$ cat config.mk
export PLATFORM = sky130hd
export DESIGN_NAME = wrc_front
export DESIGN_NICKNAME = d
export VERILOG_FILES = /design/src/sv/wrc_pkg.sv /design/src/sv/wrc_front.sv
export SDC_FILE = /design/constraint.sdc
export NUM_CORES = 1
export LEC_CHECK = 0
export ABC_AREA = 1
export BUFFER_PORTS_ARGS = -buffer_cell sky130_fd_sc_hd__buf_2
export CAP_MARGIN = 20
export CORE_MARGIN = 2
export CORE_UTILIZATION = 41
export DETAILED_ROUTE_END_ITERATION = 16
export PLACE_DENSITY = 0.59
export RECOVER_POWER = 25
export SYNTH_ARGS = -nofsm -noshare
export SYNTH_HDL_FRONTEND = slang
export SYNTH_SLANG_ARGS = --single-unit
$ cat constraint.sdc
create_clock -name clk -period 3.7 [get_ports clk]
set_input_delay 0.37 -clock clk [delete_from_list [all_inputs] [get_ports clk]]
set_output_delay 0.37 -clock clk [all_outputs]
set_load 0.05 [all_outputs]
$ cat src/sv/wrc_pkg.sv
`timescale 1ns / 1ps

package wrc_pkg;

  localparam int DEF_ADDR_BITS   = 8;
  localparam int DEF_NUM_RAMS    = 32;
  localparam int DEF_NUM_CLASSES = 4;
  localparam int DEF_COUNT_BITS  = 16;

  // Widest RAM position and tuple address any parameter setting can produce
  localparam int POS_MAX_W  = 8;
  localparam int ADDR_MAX_W = 16;

  localparam logic [15:0] THRESHOLD_RESET = 16'd0;
  localparam logic [5:0]  RAMS_RESET      = 6'd32;
  localparam logic [2:0]  CLASSES_RESET   = 3'd2;

  typedef enum logic [1:0] {
    OP_TRAIN = 2'd0,
    OP_TEST  = 2'd1,
    OP_CLEAR = 2'd2
  } op_t;

  typedef enum logic [1:0] {
    STAT_RESPONSE  = 2'd0,
    STAT_TRAINED   = 2'd1,
    STAT_BAD_LABEL = 2'd2
  } status_t;

  typedef enum logic [1:0] {
    REG_THRESHOLD = 2'd0,
    REG_RAMS      = 2'd1,
    REG_CLASSES   = 2'd2
  } reg_index_t;

  typedef enum logic [1:0] {
    BK_CLEAR,
    BK_IDLE,
    BK_ACCESS,
    BK_EMIT
  } back_state_t;

  typedef struct packed {
    op_t                   op;
    logic [POS_MAX_W-1:0]  pos;
    logic [ADDR_MAX_W-1:0] addr;
    logic [1:0]            cls;
    logic                  bad;
    logic                  first;
    logic                  last;
  } item_t;

  typedef struct packed {
    logic  valid;
    item_t item;
  } head_t;

  typedef struct packed {
    logic clearing;
    logic pop;
  } back_stat_t;

endpackage

$ cat src/sv/wrc_front.sv
`timescale 1ns / 1ps

module wrc_front import wrc_pkg::*; #(
  parameter int ADDR_BITS   = DEF_ADDR_BITS,
  parameter int NUM_RAMS    = DEF_NUM_RAMS,
  parameter int NUM_CLASSES = DEF_NUM_CLASSES
) (
  input  logic                               clk,
  input  logic                               rst,
  input  logic                               start,
  input  logic [1:0]                         op,
  input  logic [1:0]                         class_label,
  input  logic [7:0]                         tuple_address,
  input  logic [$clog2(NUM_RAMS+1)-1:0]      nr,
  input  logic [$clog2(NUM_CLASSES+1)-1:0]   nc,
  input  back_stat_t                         bstat,
  output logic                               busy,
  output head_t                              head
);

  localparam int PW = (NUM_RAMS > 1) ? $clog2(NUM_RAMS) : 1;

  logic [PW-1:0] ram_position;
  logic [1:0]    pattern_class;
  logic          pattern_bad;
  item_t         q [2];
  logic          wr_ptr;
  logic          rd_ptr;
  logic [1:0]    fill;

  logic [PW-1:0] pos_cur;
  logic          first;
  logic          last;
  logic          label_bad;
  logic          accept;
  logic          push;
  logic          pop;
  item_t         item_in;

  always_comb begin
    pos_cur   = (32'(ram_position) >= 32'(nr)) ? '0 : ram_position;
    first     = (pos_cur == '0);
    last      = (32'(pos_cur) + 32'd1 >= 32'(nr));
    label_bad = (32'(class_label) >= 32'(nc));
    busy      = bstat.clearing || (fill == 2'd2);
    accept    = start && !busy;
    push      = accept && (op == OP_TRAIN || op == OP_TEST || op == OP_CLEAR);
    pop       = bstat.pop;

    item_in.op    = op_t'(op);
    item_in.pos   = POS_MAX_W'(pos_cur);
    item_in.addr  = ADDR_MAX_W'(ADDR_BITS'(tuple_address));
    item_in.cls   = first ? class_label : pattern_class;
    item_in.bad   = first ? label_bad : pattern_bad;
    item_in.first = first;
    item_in.last  = last;

    head.valid = (fill != 2'd0);
    head.item  = q[rd_ptr];
  end

  // Track the pattern position as items arrive
  always_ff @(posedge clk) begin
    if (rst) begin
      ram_position  <= '0;
      pattern_class <= '0;
      pattern_bad   <= 1'b0;
    end else if (accept) begin
      case (op)
        OP_CLEAR: begin
          ram_position  <= '0;
          pattern_class <= '0;
          pattern_bad   <= 1'b0;
        end
        OP_TRAIN, OP_TEST: begin
          ram_position <= last ? '0 : PW'(32'(pos_cur) + 32'd1);
          if (first) begin
            pattern_class <= class_label;
            pattern_bad   <= label_bad;
          end
        end
        default: begin
        end
      endcase
    end
  end

  always_ff @(posedge clk) begin
    if (push) begin
      q[wr_ptr] <= item_in;
    end
  end

  always_ff @(posedge clk) begin
    if (rst) begin
      wr_ptr <= 1'b0;
      rd_ptr <= 1'b0;
      fill   <= 2'd0;
    end else begin
      if (push) begin
        wr_ptr <= !wr_ptr;
      end
      if (pop) begin
        rd_ptr <= !rd_ptr;
      end
      fill <= 2'(fill + {1'b0, push} - {1'b0, pop});
    end
  end

endmodule

==> results of run 1 <==
## layer usage
metal  global-route usage  part of all wire
met1               0.1680              0.46
met2               0.2273              0.48
met3              0.03343             0.050
met4              0.03030             0.011
met5                    0                 0
## worst reg2reg max path, cell delays in order, from the launching register on
cell      delay (ns)
dfxtp_1         0.50
ha_1            0.31
nand2_1         0.07
nand2_1         0.08
a21boi_4        0.18
nand2_1         0.09
inv_2           0.07
nand2_1         0.08
inv_1           0.12
ha_1            0.19
inv_1           0.06
nor2_2          0.11
nand3_1         0.11
and2_1          0.19
ha_1            0.26
nand2_1         0.07
inv_1           0.05
nand4_1         0.07
nand3_1         0.16
nor2_4          0.18
nand3_1         0.10
a21oi_1         0.12
## cell type report
| cell class | instances | area (um^2) |
|---|---|---|
| Multi-Input combinational cell | 141 | 974.7 |
| Sequential cell | 53 | 1461 |
| Timing Repair Buffer | 49 | 242.7 |
| Fill cell | 608 | 3318 |
| Clock inverter | 3 | 12.51 |
| Tap cell | 77 | 96.34 |
| Inverter | 37 | 138.9 |
| Clock buffer | 5 | 68.82 |
## layout by cell type (no fill, tap or decap)
cell type / netlist / routed
buf_4: 11 / 2
nand2_2: 2 / 2
inv_2: 3 / 3
buf_2: 3 / 41
edfxtp_1: 40 / 40
o211ai_2: 1 / 1
o21ai_1: 1 / 1
a21oi_1: 7 / 7
xor2_1: 2 / 2
clkinvlp_2: 0 / 1
clkinv_1: 0 / 2
a22oi_1: 2 / 2
nor2_1: 11 / 10
clkbuf_1: 1 / 6
a21o_1: 1 / 1
a21oi_2: 2 / 2
or2_2: 1 / 1
a21boi_0: 1 / 1
mux2_2: 20 / 20
nor2_2: 2 / 3
nand2_1: 33 / 33
conb_1: 1 / 11
ha_1: 17 / 17
nor3b_1: 2 / 2
o21ai_0: 1 / 1
a21boi_4: 1 / 1
o21bai_1: 1 / 1
nor2_4: 1 / 1
inv_1: 34 / 34
nand3_1: 11 / 13
dfxtp_1: 13 / 13
xnor2_1: 1 / 1
nand4_1: 2 / 2
and2_1: 4 / 4
nand3_2: 3 / 1
clkbuf_8: 0 / 5
## synth_stat cells, types with 3 or more instances
cell | instances | area (um^2)
inv_2 | 3 | 11.26
nor2_1 | 11 | 41.29
buf_2 | 3 | 15.01
buf_4 | 11 | 82.58
dfxtp_1 | 13 | 260.3
mux2_2 | 20 | 225.2
nand3_1 | 11 | 55.05
and2_1 | 4 | 25.02
nand3_2 | 3 | 30.03
edfxtp_1 | 40 | 1201
inv_1 | 34 | 127.6
a21oi_1 | 7 | 35.03
ha_1 | 17 | 212.7
nand2_1 | 33 | 123.9
## path summary, 6_finish.rpt
kind                                   endpoint  slack (ns)  cells past startpoint
setup / recovery   ram_position[3]$_SDFFE_PP0P_        0.49                     21
hold / removal                q[0][7]$_DFFE_PP_        0.26                      1
hold reg to reg   pattern_class[0]$_SDFFE_PP0P_        0.47                      2
setup reg to reg   ram_position[3]$_SDFFE_PP0P_        0.49                     21
## power by group
| part | leakage, nW | internal [mW] | switching [mW] |
|---|---|---|---|
| combinational | 0.801 | 0.0720 | 0.176 |
| sequential | 0.470 | 0.665 | 0.0169 |
| clock | 0.0392 | 0.127 | 0.173 |
## kinds of logic (layout without fill, tap and decap cells)
kind of cell | Yosys count | after routing | synth area share
XOR/XNOR | 3 | 3 | 0.009931
buffers and inverters | 52 | 94 | 0.09078
multiplexers | 20 | 20 | 0.08511
flip-flops | 53 | 53 | 0.5522
AND/OR/NAND/NOR | 72 | 72 | 0.1305
AO/OA/AOI/OAI | 18 | 18 | 0.04964
other | 1 | 11 | 0.001417
adder cells (fa/ha/maj) | 17 | 17 | 0.08038
## flip-flops by register name (all words and copies together) (netlist names), named ones only
signal         cells
q                 40
ram_position       5
wr_ptr             1
rd_ptr             1
pattern_class      2
fill               2
pattern_bad        1
==> results.md, run 1 <==
* Clock Latency Late Sink at roughly 0.3 ns
* CTS tree: built
* Gr usage total at 0.1319
* Worst setup EP type: register
* Asr flop ratio synth at 0
* First-pass GRT wire length at 7424 um
* CTS root buffer: clkbuf_8
* Seq/Total Area, Yosys at 0.5522
* Synthesized area at 0.002646 mm^2
* Post-detailed-route DRC marker count at 0
* Critical path's largest stage delay at around 0.5 ns
* Slowest cell on the critical path: dfxtp_1
* Area grow syn2layout at 13.19%
* Slew margin rel. at 0.3698
* YS warnings at 0
* Pwr Total at roughly 1.2 mW
* Final worst slack at between 0.4 and 0.5 ns
* First-pass iteration count of the detailed router at 4
* Final Cycle Share at 0.8688
* CP Buf/Inv Count at 4
* Post-CTS resize count at 0
* Final max-slew violation count at 0
* Via count at between 1,500 and 2,000
* Power Density at between 400 and 500 mW/mm^2
* Total of max-cap violations at 0
* Final hold vios at 0
* Status: finished clean
* Final WL at 4554 um
* Die area at ~0.0071 mm^2
* Placement Rows at 29
* Worst EP arrival at 3.45 ns
* Final-stage net count at 330
* Layout Skew at 0.002363 ns
* Fmax at between 300 and 400 MHz
* VDD IR max at about 0.00022 V
* Largest net degree at the start of global routing at 21
* Via density at approximately 4.7
* Design area at between 0.002 and 0.003 mm^2
* Tmin final at roughly 3.2 ns
* H-tree lvl count at 2
* Iteration-0 DRC Markers at 54
* Layout Cells excl Fill at around 370
* Hold Buf Count CTS at 0
* Reg2reg start: ram_position[3]$_SDFFE_PP0P_
* WS Path Type: reg2reg
* Placer Congestion at about 0.9
* Post-DP Area at about 0.003 mm^2
* Worst-path cell chain: ha_1 -> nand2_1 -> nand2_1 -> a21boi_4 -> nand2_1 -> inv_2 -> nand2_1 -> inv_1 -> ha_1 -> inv_1 -> nor2_2 -> nand3_1 -> and2_1 -> ha_1 -> nand2_1 -> inv_1 -> nand4_1 -> nand3_1 -> nor2_4 -> nand3_1 -> a21oi_1
* CP max FO at 7
* Vias in the first global route at roughly 1,600
* Die width at about 84 um
* Post-Place Cells at 357
* Total leakage power at between 1 and 1.5 nW
* Worst-Margin Slew at around 0.94 ns
* Die H at between 80 and 90 um
* Clock tree sinks at 53
* Placed wire-length estimate at ~3400 um
* Endpoints failing setup at 0
* Post-CTS Setup Repair Bufs at 0
* Antenna violations before repair at 0
* RSZ-0062 raised after global routing: false
* Worst EP required at roughly 3.9 ns
* Finished Core Util at 0.4744
* DRT antenna net count at 0
* Post-DR wirelength/cell at about 12 um
* Count of cell types in the netlist at 33
* Total gr overflow at 0
* Crit start category: register
* CTS buffer count at 5
* Pre-CTS WS at 0.4519 ns
* Post-Syn Instances at between 200 and 250
* Hold_sp: tuple_address[2]
* Critical path launch point: ram_position[3]$_SDFFE_PP0P_
* Core area at approximately 0.0063 mm^2
* I/O Buffers at between 40 and 50
* Reg clk slew, reported paths at 0.09 ns
* Most used cell, CP: nand2_1
* Top delay family on crit path: simple AND/OR/NAND/NOR gates
* Starting Density at 0.4191
* Final hold slack at about 0.26 ns
* Clock tree buffer depth at 2
* Share of layout cells above drive strength 1 at 0.2917
* Top_reg_cell synth: edfxtp_1
* Setup TNS at 0 ns
* Mean Syn Cell Area at ~11 um^2
* Io pins at 59
* Worst min path class: in2reg
* Synth Register Bits at 53
* Antenna cell count at 0
* Post-synth EDFFs at 40
No activity file was read; power rests on OpenSTA's default activity.
==> run 2, diff against run 1 <==
--- a/config.mk
+++ b/config.mk
@@ -11,8 +11,10 @@
 export CORE_MARGIN = 2
 export CORE_UTILIZATION = 41
 export DETAILED_ROUTE_END_ITERATION = 16
+export MAX_ROUTING_LAYER = met4
 export PLACE_DENSITY = 0.59
 export RECOVER_POWER = 25
 export SYNTH_ARGS = -nofsm -noshare
 export SYNTH_HDL_FRONTEND = slang
 export SYNTH_SLANG_ARGS = --single-unit
+export TNS_END_PERCENT = 5
==> results.md, run 2 (synthesized netlist as in run 1, its figures left out) <==
* Die width at 84.34 um (unchanged)
* Final Cycle Share at 0.8458 (was 0.8688)
* Antenna cell count at 0 (unchanged)
* Endpoints failing setup at 0 (unchanged)
* Clock tree sinks at 53 (unchanged)
* Clock power share at 0.244 (about the same)
* Cell-internal power at 867.3 uW (was 863.8 uW)
* Design area at 0.003002 mm^2 (was 0.002995 mm^2)
* Placed wire-length estimate at 3431 um (was 3383 um)
* Largest net degree at the start of global routing at 21 (unchanged)
* Post-Place Cells at 358 (was 357)
* Share of layout cells above drive strength 1 at 0.2941 (was 0.2917)
* CTS buffer count at 5 (unchanged)
* Most frequent cells in the layout: buf_2, edfxtp_1, nand2_1, inv_1, mux2_2 (was buf_2, edfxtp_1, inv_1, nand2_1, mux2_2)
* Io pins at 59 (unchanged)
* Gr usage total at 0.1315 (was 0.1319)
* Final hold vios at 0 (unchanged)
* CP max FO at 5 (was 7)
* CTS tree: built (unchanged)
* Worst min path class: in2reg (unchanged)
* Fmax at 319.5 MHz (was 311.1 MHz)
* Worst setup EP type: register (unchanged)
* Post-CTS Setup Repair Bufs at 0 (unchanged)
* Final worst slack at 0.5706 ns (was 0.4853 ns)
* Logic pwr share at 0.201 (was 0.202)
* Placer Congestion at 0.9099 (was 0.9015)
* Worst-Margin Slew at 0.9103 ns (was 0.9440 ns)
* Die H at 84.34 um (unchanged)
* Top Registers: q x40, ram_position x5 (unchanged)
* Total leakage power at 1.317 nW (was 1.311 nW)
* Finished Core Util at 0.4754 (was 0.4744)
* WS Path Type: reg2reg (unchanged)
* Power Density at 409.3 mW/mm^2 (was 410.6 mW/mm^2)
* Pre-CTS WS at 0.4662 ns (was 0.4519 ns)
* Biggest register: q (unchanged)
* Layout Skew at 0.005376 ns (was 0.002363 ns)
* Setup TNS at 0 ns (unchanged)
* Commonest non-fill, non-tap cell in the layout: buf_2 (unchanged)
* Via density at 4.705 (was 4.699)
* Worst EP required at 3.93 ns (was 3.94 ns)
* Post-detailed-route DRC marker count at 0 (unchanged)
* Slew margin rel. at 0.3923 (was 0.3698)
* Crit start category: register (unchanged)
* Final-stage net count at 331 (was 330)
* First-pass iteration count of the detailed router at 4 (unchanged)
* Clock tree buffer depth at 2 (unchanged)
* VDD IR max at 0.0002065 V (was 0.0002192 V)
* Total of max-cap violations at 0 (unchanged)
* RSZ-0062 raised after global routing: false (unchanged)
* I/O Buffers at 47 (unchanged)
* Post-DR wirelength/cell at 12.26 um (was 12.48 um)
* Layout Cells excl Fill at 366 (was 365)
* Antenna violations before repair at 0 (unchanged)
* Area grow syn2layout at 13.43% (was 13.19%)
* Post-DP Area at 0.002942 mm^2 (was 0.002934 mm^2)
* Via count at 1,722 (was 1,715)
* H-tree lvl count at 2 (unchanged)
* Switching Share at 0.2940 (was 0.2977)
* Core area at 0.006314 mm^2 (unchanged)
* First-pass GRT wire length at 7176 um (was 7424 um)
* Worst EP arrival at 3.36 ns (was 3.45 ns)
* CTS root buffer: clkbuf_8 (unchanged)
* Hold Buf Count CTS at 0 (unchanged)
* DRT antenna net count at 0 (unchanged)
* Clock Latency Late Sink at 0.29 ns (was 0.30 ns)
* Iteration-0 DRC Markers at 53 (was 54)
* Tmin final at 3.129 ns (was 3.215 ns)
* Total gr overflow at 0 (unchanged)
* Max reg flops at 40 (unchanged)
* Placement Rows at 29 (unchanged)
* Vias in the first global route at 1,568 (was 1,624)
* P_sw at 361.2 uW (was 366.2 uW)
* Die area at 0.007113 mm^2 (unchanged)
* Starting Density at 0.4191 (unchanged)
* Reg clk slew, reported paths at 0.09 ns (about the same)
* Final max-slew violation count at 0 (unchanged)
* Post-CTS resize count at 0 (unchanged)
* Seq pwr share at 0.555 (was 0.554)
* Status: finished clean (unchanged)
* Final WL at 4486 um (was 4554 um)
==> run 2: changes by cell type in the layout (fill, tap and decap cells not counted) <==
cell	change
clkinv_1	-2
clkbuf_1	+1
nand2_1	+1
buf_4	+1
clkinv_2	+1
nand2_2	-1
==> run 2: power groups by stage <==
stage | registers, mW | clock network [mW] | logic [mW]
detailed placement | 0.697 | 0 | 0.252
global placement | 0.695 | 0 | 0.249
finish | 0.681 | 0.300 | 0.247
floorplan | 0.685 | 0 | 0.214
CTS | 0.683 | 0.312 | 0.253
global route | 0.685 | 0.339 | 0.268
==> run 2: through the flow <==
step	hold slack, ns	power [mW]
after global routing	0.2437	1.292
after CTS	0.2521	1.247
after floorplan	0.4324	0.8990
after detailed placement	0.4567	0.9489
final	0.2583	1.229
after global placement	0.4523	0.9444
==> run 2: final timing paths <==
check / to / slack (ns) / cells after the start / startpoint
setup / recovery: ram_position[4]$_SDFFE_PP0P_ / 0.57 / 24 / ram_position[0]$_SDFFE_PP0P_
hold / removal: q[1][10]$_DFFE_PP_ / 0.26 / 1 / tuple_address[5]
setup reg to reg: ram_position[4]$_SDFFE_PP0P_ / 0.57 / 24 / ram_position[0]$_SDFFE_PP0P_
hold reg to reg: pattern_class[1]$_SDFFE_PP0P_ / 0.47 / 2 / pattern_class[1]$_SDFFE_PP0P_
==> run 2: area by class of cell <==
| cell class | instances | area (um^2) |
|---|---|---|
| Multi-Input combinational cell | 141 | 972.2 |
| Sequential cell | 53 | 1461 |
| Tap cell | 77 | 96.34 |
| Clock inverter | 2 | 10.01 |
| Timing Repair Buffer | 50 | 250.2 |
| Inverter | 37 | 138.9 |
| Clock buffer | 6 | 72.57 |
| Fill cell | 611 | 3312 |
==> run 2: metal layers <==
metal,track usage,vias to the layer above,wire length (um)
li1,-,867,-
met1,0.1651,801,2066
met2,0.2107,48,2090
met3,0.03147,6,257
met4,0.04329,0,71
met5,-,-,0
==> run 2: worst max-delay path, stage by stage, from the launching register on <==
cell,delay [ns]
dfxtp_1,0.42
inv_1,0.06
ha_1,0.26
inv_1,0.05
nand2_1,0.04
nand2_1,0.05
nand2_1,0.05
nand2_1,0.13
nand2_1,0.09
inv_2,0.07
nand2_1,0.09
inv_1,0.12
ha_1,0.19
inv_1,0.05
nor2_2,0.11
nand3_1,0.11
and2_1,0.18
ha_1,0.26
nand2_1,0.06
inv_1,0.04
nand4_1,0.06
nand3_1,0.17
nor2_4,0.18
nand3_2,0.10
a21oi_2,0.12
